===== config.mk =====
export PLATFORM = sky130hd
export DESIGN_NAME = multi_channel_timestamp_debouncer
export DESIGN_NICKNAME = d
export VERILOG_FILES = /design/src/hw/rtl/mctd_pkg.sv /design/src/hw/rtl/mctd_chan_core.sv /design/src/hw/rtl/multi_channel_timestamp_debouncer.sv
export SDC_FILE = /design/constraint.sdc
export NUM_CORES = 2
export LEC_CHECK = 0
export BUFFER_PORTS_ARGS = -buffer_cell sky130_fd_sc_hd__buf_2
export CAP_MARGIN = 20
export CORE_AREA = 2 2 361 398
export DETAILED_ROUTE_END_ITERATION = 10
export DIE_AREA = 0 0 363 400
export GPL_TIMING_DRIVEN = 1
export PLACE_DENSITY = 0.68
export SKIP_CTS_REPAIR_TIMING = 1
export SYNTH_ARGS = -nofsm -noshare
export SYNTH_HDL_FRONTEND = slang
export SYNTH_SLANG_ARGS = --single-unit

===== constraint.sdc =====
create_clock -name clock -period 13.15 [get_ports clock]
set_input_delay 1.315 -clock clock [delete_from_list [all_inputs] [get_ports clock]]
set_output_delay 1.315 -clock clock [all_outputs]
set_load 0.005 [all_outputs]

===== src/hw/rtl/mctd_pkg.sv =====
// Shared types and constants of the multi-channel timestamp debouncer.
package mctd_pkg;

   localparam int unsigned CHANNEL_W  = 5;
   localparam int unsigned TIME_W     = 32;
   localparam int unsigned DEBOUNCE_W = 16;
   localparam int unsigned MASK_W     = 32;
   localparam int unsigned COUNT_W    = 6;
   localparam int unsigned CSR_ADDR_W = 3;
   localparam int unsigned CSR_DATA_W = 32;

   // Register indexes, taken from csr_paddr[2]
   localparam logic REG_DEBOUNCE_MS = 1'b0;
   localparam logic REG_ENABLE_MASK = 1'b1;

   localparam logic [DEBOUNCE_W-1:0] DEBOUNCE_RESET = 16'd20;
   localparam logic [MASK_W-1:0]     MASK_RESET     = 32'hFFFF_FFFF;
   localparam logic [COUNT_W-1:0]    COUNT_MAX      = 6'h3F;
   localparam logic [TIME_W-1:0]     TIME_IDLE      = 32'h0000_0000;

   typedef struct packed {
      logic [CHANNEL_W-1:0] channel;
      logic                 pin_level;
      logic [TIME_W-1:0]    now_ms;
   } req_type;

   typedef struct packed {
      logic               stable_level;
      logic               level_validated_change;
      logic               change_reported;
      logic [COUNT_W-1:0] changed_channel_count;
   } rsp_type;

   typedef struct packed {
      logic [DEBOUNCE_W-1:0] debounce_ms;
      logic [MASK_W-1:0]     input_enable_mask;
   } cfg_type;

endpackage


===== src/hw/rtl/mctd_chan_core.sv =====
// Per-channel debounce state and the combinational read and registered update of one sample.
module mctd_chan_core #(
   parameter int unsigned NUM_CHANNELS = 32
) (
   input  logic              clock,
   input  logic              reset,
   input  logic              step_en,
   input  mctd_pkg::req_type req,
   input  mctd_pkg::cfg_type cfg,
   output mctd_pkg::rsp_type rsp
);

   localparam int unsigned IDX_W = (NUM_CHANNELS > 1) ? $clog2(NUM_CHANNELS) : 1;

   logic                        last_sample_ff     [NUM_CHANNELS];
   logic [mctd_pkg::TIME_W-1:0] change_time_ff     [NUM_CHANNELS];
   logic                        validated_level_ff [NUM_CHANNELS];
   logic                        change_flag_ff     [NUM_CHANNELS];
   logic [mctd_pkg::COUNT_W-1:0] flag_count_ff;
   logic [mctd_pkg::COUNT_W-1:0] flag_count_in;

   logic [6:0]                  ch_ext;
   logic [IDX_W-1:0]            idx;
   logic                        in_range;
   logic                        enabled;
   logic                        last_level;
   logic [mctd_pkg::TIME_W-1:0] ct;
   logic                        val_level;
   logic                        flag;
   logic [mctd_pkg::TIME_W-1:0] elapsed;
   logic                        differ;
   logic                        settle;
   logic                        accept;
   logic                        report;

   always_comb begin
      ch_ext     = 7'(req.channel);
      idx        = ch_ext[IDX_W-1:0];
      in_range   = (32'(req.channel) < NUM_CHANNELS);
      // The channel field is five bits wide, so every reachable channel has a mask bit.
      enabled    = in_range && cfg.input_enable_mask[req.channel];
      last_level = last_sample_ff[idx];
      ct         = change_time_ff[idx];
      val_level  = validated_level_ff[idx];
      flag       = change_flag_ff[idx];
      elapsed    = req.now_ms - ct;
      differ     = req.pin_level != last_level;
      settle     = enabled && !differ && (ct != mctd_pkg::TIME_IDLE) &&
                   (elapsed > 32'(cfg.debounce_ms));
      accept     = settle && (val_level != req.pin_level);
      report     = accept && !flag;
      flag_count_in = flag_count_ff;
      if (report && (flag_count_ff != mctd_pkg::COUNT_MAX)) begin
         flag_count_in = flag_count_ff + 6'd1;
      end
      rsp.stable_level           = in_range && (accept ? req.pin_level : val_level);
      rsp.level_validated_change = accept;
      rsp.change_reported        = report;
      rsp.changed_channel_count  = flag_count_in;
   end

   always_ff @(posedge clock) begin
      if (reset) begin
         for (int i = 0; i < NUM_CHANNELS; i++) begin
            last_sample_ff[i]     <= 1'b0;
            change_time_ff[i]     <= mctd_pkg::TIME_IDLE;
            validated_level_ff[i] <= 1'b0;
            change_flag_ff[i]     <= 1'b0;
         end
         flag_count_ff <= '0;
      end else if (step_en) begin
         if (enabled && differ) begin
            change_time_ff[idx] <= req.now_ms;
            last_sample_ff[idx] <= req.pin_level;
         end
         if (settle) begin
            change_time_ff[idx] <= mctd_pkg::TIME_IDLE;
         end
         if (accept) begin
            validated_level_ff[idx] <= req.pin_level;
         end
         if (report) begin
            change_flag_ff[idx] <= 1'b1;
         end
         flag_count_ff <= flag_count_in;
      end
   end

endmodule


===== src/hw/rtl/multi_channel_timestamp_debouncer.sv =====
// Top level of the multi-channel timestamp debouncer: handshakes, registers and pipeline.
//
//   Channel   Direction  Ports                          Moves
//   req       in         req_valid req_stall req_data   one pin sample per request
//   rsp       out        rsp_valid rsp_stall rsp_data   one result per request
//   csr       in/out     csr_psel .. csr_pready         debounce time, enable mask
//
// A request is registered at acceptance and evaluated once the output register can take
// it, when the per-channel state is read, updated and the result registered.
// One request per cycle is sustained while no result is stalled; the state update is a read-modify-write.
// Reset clears all channel state, flags and the count and restores the register defaults.
// A stalled result holds the input register, which then stalls the request side.
module multi_channel_timestamp_debouncer #(
   parameter int unsigned NUM_CHANNELS = 32
) (
   input  logic                                clock,
   input  logic                                reset,
   input  logic                                req_valid,
   output logic                                req_stall,
   input  mctd_pkg::req_type                   req_data,
   output logic                                rsp_valid,
   input  logic                                rsp_stall,
   output mctd_pkg::rsp_type                   rsp_data,
   input  logic                                csr_psel,
   input  logic                                csr_penable,
   input  logic                                csr_pwrite,
   input  logic [mctd_pkg::CSR_ADDR_W-1:0]     csr_paddr,
   input  logic [mctd_pkg::CSR_DATA_W-1:0]     csr_pwdata,
   output logic [mctd_pkg::CSR_DATA_W-1:0]     csr_prdata,
   output logic                                csr_pready
);

   mctd_pkg::cfg_type cfg_ff;
   mctd_pkg::req_type in_ff;
   logic              in_valid_ff;
   mctd_pkg::rsp_type out_ff;
   logic              out_valid_ff;
   mctd_pkg::rsp_type core_rsp;
   logic              advance;
   logic              step_en;
   logic              in_load;
   logic              csr_write;

   assign advance   = !out_valid_ff || !rsp_stall;
   assign step_en   = in_valid_ff && advance;
   assign req_stall = reset || (in_valid_ff && !advance);
   assign in_load   = req_valid && !req_stall;
   assign rsp_valid = out_valid_ff;
   assign rsp_data  = out_ff;

   assign csr_pready = 1'b1;
   assign csr_write  = csr_psel && csr_penable && csr_pwrite && csr_pready;

   always_comb begin
      unique case (csr_paddr[2])
         mctd_pkg::REG_DEBOUNCE_MS: csr_prdata = 32'(cfg_ff.debounce_ms);
         mctd_pkg::REG_ENABLE_MASK: csr_prdata = cfg_ff.input_enable_mask;
         default:                   csr_prdata = '0;
      endcase
   end

   always_ff @(posedge clock) begin
      if (reset) begin
         cfg_ff.debounce_ms       <= mctd_pkg::DEBOUNCE_RESET;
         cfg_ff.input_enable_mask <= mctd_pkg::MASK_RESET;
      end else if (csr_write) begin
         unique case (csr_paddr[2])
            mctd_pkg::REG_DEBOUNCE_MS: cfg_ff.debounce_ms <= csr_pwdata[15:0];
            mctd_pkg::REG_ENABLE_MASK: cfg_ff.input_enable_mask <= csr_pwdata;
            default: ;
         endcase
      end
   end

   always_ff @(posedge clock) begin
      if (reset) begin
         in_valid_ff  <= 1'b0;
         out_valid_ff <= 1'b0;
      end else begin
         if (in_load) begin
            in_valid_ff <= 1'b1;
         end else if (step_en) begin
            in_valid_ff <= 1'b0;
         end
         if (advance) begin
            out_valid_ff <= in_valid_ff;
         end
      end
   end

   always_ff @(posedge clock) begin
      if (in_load) begin
         in_ff <= req_data;
      end
      if (step_en) begin
         out_ff <= core_rsp;
      end
   end

   mctd_chan_core #(
      .NUM_CHANNELS(NUM_CHANNELS)
   ) u_core (
      .clock   (clock),
      .reset   (reset),
      .step_en (step_en),
      .req     (in_ff),
      .cfg     (cfg_ff),
      .rsp     (core_rsp)
   );

endmodule


## Yosys cells after proc, flatten, opt, wreduce, memory -nomap -nowiden

Memories as Yosys holds them, arrays and structs flattened. A register that Yosys moved wholly into a read port is not among the register bits.
Index checks and enable logic that the tools add are counted.
Widths: inputs -> output; s select.

- Register bits after elaboration: 103
- RAM bits: 1120
- Input port bits: 80
- Output and inout port bits: 44
- Logic and storage cells: 95
- Memories: 4

Memory list:

| memory | words | width | rd ports | clocked after Yosys merged registers in | write ports | RTL line | source |
|---|---|---|---|---|---|---|---|
| u_core.change_time_ff | 32 | 32 | 1 | 1 | 32 | mctd_chan_core.sv:16 | `logic [mctd_pkg::TIME_W-1:0] change_time_ff [NUM_CHANNELS];` |
| u_core.change_flag_ff | 32 | 1 | 1 | 1 | 32 | mctd_chan_core.sv:18 | `logic change_flag_ff [NUM_CHANNELS];` |
| u_core.last_sample_ff | 32 | 1 | 1 | 1 | 32 | mctd_chan_core.sv:15 | `logic last_sample_ff [NUM_CHANNELS];` |
| u_core.validated_level_ff | 32 | 1 | 1 | 1 | 32 | mctd_chan_core.sv:17 | `logic validated_level_ff [NUM_CHANNELS];` |

- $add $sub $neg: 2
- Magnitude comparators: 2
- Equal/unequal tests: 3
- Mux-type cells: 42
- Bitwise logic cells: 2
- Reductions and logical operators: 28

Operators by type and width:

| cell | number |
|---|---|
| $mux 32 | 2 |
| $pmux 32 s2 | 1 |
| $mux 5 | 8 |
| $gt 32x16->1 | 1 |
| $reduce_bool 32->1 | 1 |
| $reduce_or 32->1 | 1 |
| $sub 32x32->32 | 1 |
| $mux 1 | 29 |
| $logic_and 1x1->1 | 12 |
| $add 6x1->6 const B | 1 |
| $logic_not 1->1 | 6 |
| $lt 5x6->1 const B | 1 |
| $mux 6 | 1 |
| $ne 6x6->1 const B | 1 |
| $bmux 1 s5 | 1 |
| $reduce_and 2->1 | 2 |
| $reduce_or 1->1 | 3 |
| $logic_or 1x1->1 | 2 |
| $ne 1x1->1 | 2 |
| $reduce_bool 2->1 | 1 |
| $not 1->1 | 1 |
| $or 1x1->1 | 1 |

## Logic depth before layout (Yosys ltp)

- Word-level depth: 13
- Depth in mapped cells: 33
- Gate-level depth less buffers: 26

## Modules after synthesis

A second synthesis with hierarchy kept.

- Cells, all modules: 4575
- Area total of the unflattened synthesis: 56055.0 um2

Modules (own cells, without submodules):

| module | times used | cells an instance | area an instance (um2) | sequential area each (um2) |
|---|---|---|---|---|
| mctd_chan_core | 1 | 4271 | 52248.9 | 33432.1 |
| multi_channel_timestamp_debouncer | 1 | 304 | 3806.2 | 2412.3 |

## Worst setup path after synthesis

OpenSTA, ideal clock, no wires.

- Path type: register to register
- From: reg with a tool-made name
- To: mem u_core.change_time_ff[0][0] in the netlist's numbering (enable)
- Arrival time: 7.694 ns
- Required time: 12.739 ns
- Path slack: 5.046 ns
- Stages on the path, launching flop included: 32
- Buffers on the path: 8
- Period minus slack after synthesis: 8.104 ns
- Cell sequence: dfxtp_1 buf_2 buf_2 buf_2 buf_2 clkbuf_1 buf_2 buf_1 mux4_2 mux4_2 mux2i_1 ha_1 a21oi_1 nand2_1 o21ai_0 nand2_1 nand3_1 nand2_1 a21o_1 a21oi_1 xnor2_1 ha_1 a21o_1 a22o_1 a2111oi_0 o21ai_0 nor4b_1 or4b_1 o211ai_2 nand2_1 clkbuf_1 o21a_1

RTL lines:

| element | RTL line |
|---|---|
| end: declaration | mctd_chan_core.sv:16 |

==> impl_metrics.toml <==
[outcome]
status = "finished, final reports clean"

[floorplanning]
die-area_sq_um = 145200
row_count = 145
fp.dieH_microns = 400
die_w_microns = 363
start_util_pct = 40.72
fp.coreArea_sq_um = 141300
pin_count = 124

[cts]
cts_buffers = 116
cts_max_level = 3
clk_pin_slew_ps = 60
clk_latency_ps = 740
cts_buffer_depth = 3
cts_tree = "yes"
cts-root-buf = "clkbuf_16"
cts.sinks = 1228

[synthesis]
synthAdderAreaFrac_pct = 1.122
synth-edff-count = 1135
synthXorXnorAreaFrac_pct = 0.3957
synth_area_sq_um = 57550
synth_ff_type = "edfxtp_1"
ys_ff_latch = 1228
synthSimpleGateAreaFrac_pct = 13.62
synthMuxAreaShare_pct = 13.41
synth_common_cells = "1,140 x nor2_1, 1,135 x edfxtp_1, 272 x nand2_1"
synth_top_area_share_pct = 59.23
yosys.area.top_type = "edfxtp_1"
synthCells = 4507
post-synth-top-count-cell = "nor2_1"
avgSynthCellArea_sq_um = 12.77
synthTopCellsByArea = "edfxtp_1 59%, mux4_2 9.3%, nor2_1 7.4%, mux2i_1 3.5%, dfxtp_1 3.2%"
synth_top_family_by_area = "simple AND/OR/NAND/NOR gates"
synth-compound-area-share_pct = 5.773
ys_warn_count = 0
syn-num-nets = 4638
yosysSeqAreaShare_pct = 62.46
async_reset_ff_share_pct = 0
ys_types = 71

[job]
maxCapViolations = 0

[pwr]
powerDensity_nw_per_um2 = 138.1
peakVddDrop_v = 0.0001345
p_leak_uw = 0.02282
p_total_uw = 8812

[worst_setup_path]
crit_fanout = 60
cp.required_ps = 13700
end_kind = "register"
cp.arrival_ps = 10470
path_class = "reg -> reg"
start_kind = "register"

[placement]
hpwl_mm = 102.9
port_buffers = 120
routabilityCongestion = 0.8987

[layout]
final_core_util_pct = 45.15
layout.nets = 4593
area_delta_synth_final_pct = 10.89
drive_above_1_share_pct = 16.34

[sta]
fin_setup_tns_ps = 0
period_share_pct = 75.42
clock_skew_ps = 22.29
grt_setup_unrepaired = "no"
timing.fmax_mhz = 100.8
drv_slew = 0
slew_headroom_pct = 23.35
min_period_ps = 9918
hold_viol = 0
tightest_slew_ps = 1150
setup_viol = 0

[global_route]
grt_max_degree = 102
grt_pass1_wl_mm = 239.9
globalRouteOverflowTotal = 0
grt_pass1_vias = 37672
groute.usage.overall_pct = 21.99
antenna_found_initial = 2

[detailed_routing]
drc_errors = 0
drt-total-wl_mm = 162.7
drt_iter0_drc = 4998
final_antenna_net_count = 0
wl_per_cell_microns = 25.42
firstDrtPassIters = 6
vias = 38573
viasPerCell = 6.028

[hold_path]
hp-class = "reg -> reg"
min-delay-start = "cfg_ff[45]$_SDFFE_PP0P_"
==> metrics by stage <==
step / cells / area (sq um) / hold slack (ps) / setup slack, ps
4_1_cts: 6375 / 63300 / 454.5 / 3152
2_1_floorplan: 4507 / 57550 / 436.3 / 5046
6_report: 6399 / 63810 / 455.1 / 3232
5_1_grt: 6397 / 63810 / 486.9 / 2863
3_5_place_dp: 6159 / 59680 / 446.3 / 3249
3_3_place_gp: 6155 / 59590 / 443.7 / 3418
==> flip-flops by register name, summed over array words and instances (netlist names), named ones only <==
signal	cells
u_core.change_time_ff	1024
cfg_ff	48
in_ff	38
u_core.change_flag_ff	32
u_core.last_sample_ff	32
u_core.validated_level_ff	32
rsp_data	9
u_core.flag_count_ff	6
in_valid_ff	1
rsp_valid	1
==> cell type report <==
class                      instances  area, sq um
timing repair buffer             240         1954
inverter                          38        142.6
fill                           12351        77520
sequential                      1228        35960
tap                             1837         2298
clock inverter                    66        516.7
multi-input combinational       2838        19830
clock buffer                     150         3103
antenna                            2        5.005
==> layer usage <==
| metal | part of all wire, % | vias to the layer above | GRT usage (%) |
|---|---|---|---|
| met2 | 48 | 2221 | 36.98 |
| li1 | - | 16587 | - |
| met3 | 10 | 284 | 3.538 |
| met5 | 0.017 | - | 0 |
| met4 | 3.2 | 4 | 8.217 |
| met1 | 38 | 19477 | 28.73 |
==> power by group <==
group          switching, uW  total [uW]  internal [uW]
Sequential              77.5        4480           4410
Clock                   1470        3250           1780
Combinational            682        1080            394
Total                   2230        8810           6580
==> cell usage in the layout (no fill, tap or decap), types with 20 or more instances in the layout <==
cell / count
nor2_1: 1138
edfxtp_1: 1135
nand2_1: 268
mux4_2: 238
mux2i_1: 203
buf_2: 120
clkbuf_16: 118
a22oi_1: 97
nand3_1: 92
buf_4: 92
dfxtp_1: 88
a21oi_1: 79
nor4_1: 72
o21ai_0: 63
a21o_1: 54
ha_1: 50
nor3_1: 42
inv_1: 34
o21a_2: 32
clkbuf_1: 29
mux2_2: 28
clkinv_1: 28
a22o_1: 27
and2_1: 26
nand4_1: 26
nor2b_1: 26
o221ai_1: 23
or4_1: 23
and4_1: 22
or4b_2: 20
clkinv_2: 20
==> critical path, stage by stage (launching register included) <==
cell,delay [ps]
dfxtp_4,810
buf_4,820
mux4_2,590
a22oi_1,540
nand4_1,540
inv_1,160
ha_1,250
nand2_1,110
nor3_1,350
o2111ai_1,350
nand2_1,270
a31oi_1,130
xnor2_1,270
ha_1,320
nand4_1,160
nor2_1,60
a22o_1,180
a2111oi_0,450
o21ai_0,220
nor4b_1,340
or4b_1,590
o211ai_4,290
buf_4,710
nand2_2,750
nor2_1,320
==> final timing paths <==
check | end | slack (ps) | cells past startpoint
setup / recovery | u_core.change_time_ff[24][12]$_SDFFCE_PN0P_ | 3230 | 24
hold / removal | cfg_ff[45]$_SDFFE_PP0P_ | 460 | 2
setup reg to reg | u_core.change_time_ff[24][12]$_SDFFCE_PN0P_ | 3230 | 24
hold reg to reg | cfg_ff[45]$_SDFFE_PP0P_ | 460 | 2
==> logic make-up (layout without fill, tap and decap cells) <==
| kind of cell | Yosys count | after routing |
|---|---|---|
| DFF | 1228 | 1228 |
| buffers and inverters | 441 | 494 |
| other | 1 | 3 |
| and+or+nand+nor | 1816 | 1816 |
| AOI/OAI and AO/OA | 474 | 474 |
| adders and majority gates | 51 | 51 |
| xor gates and xnor gates | 26 | 26 |
| muxes | 470 | 470 |
Power figures use the tool's default switching activity.
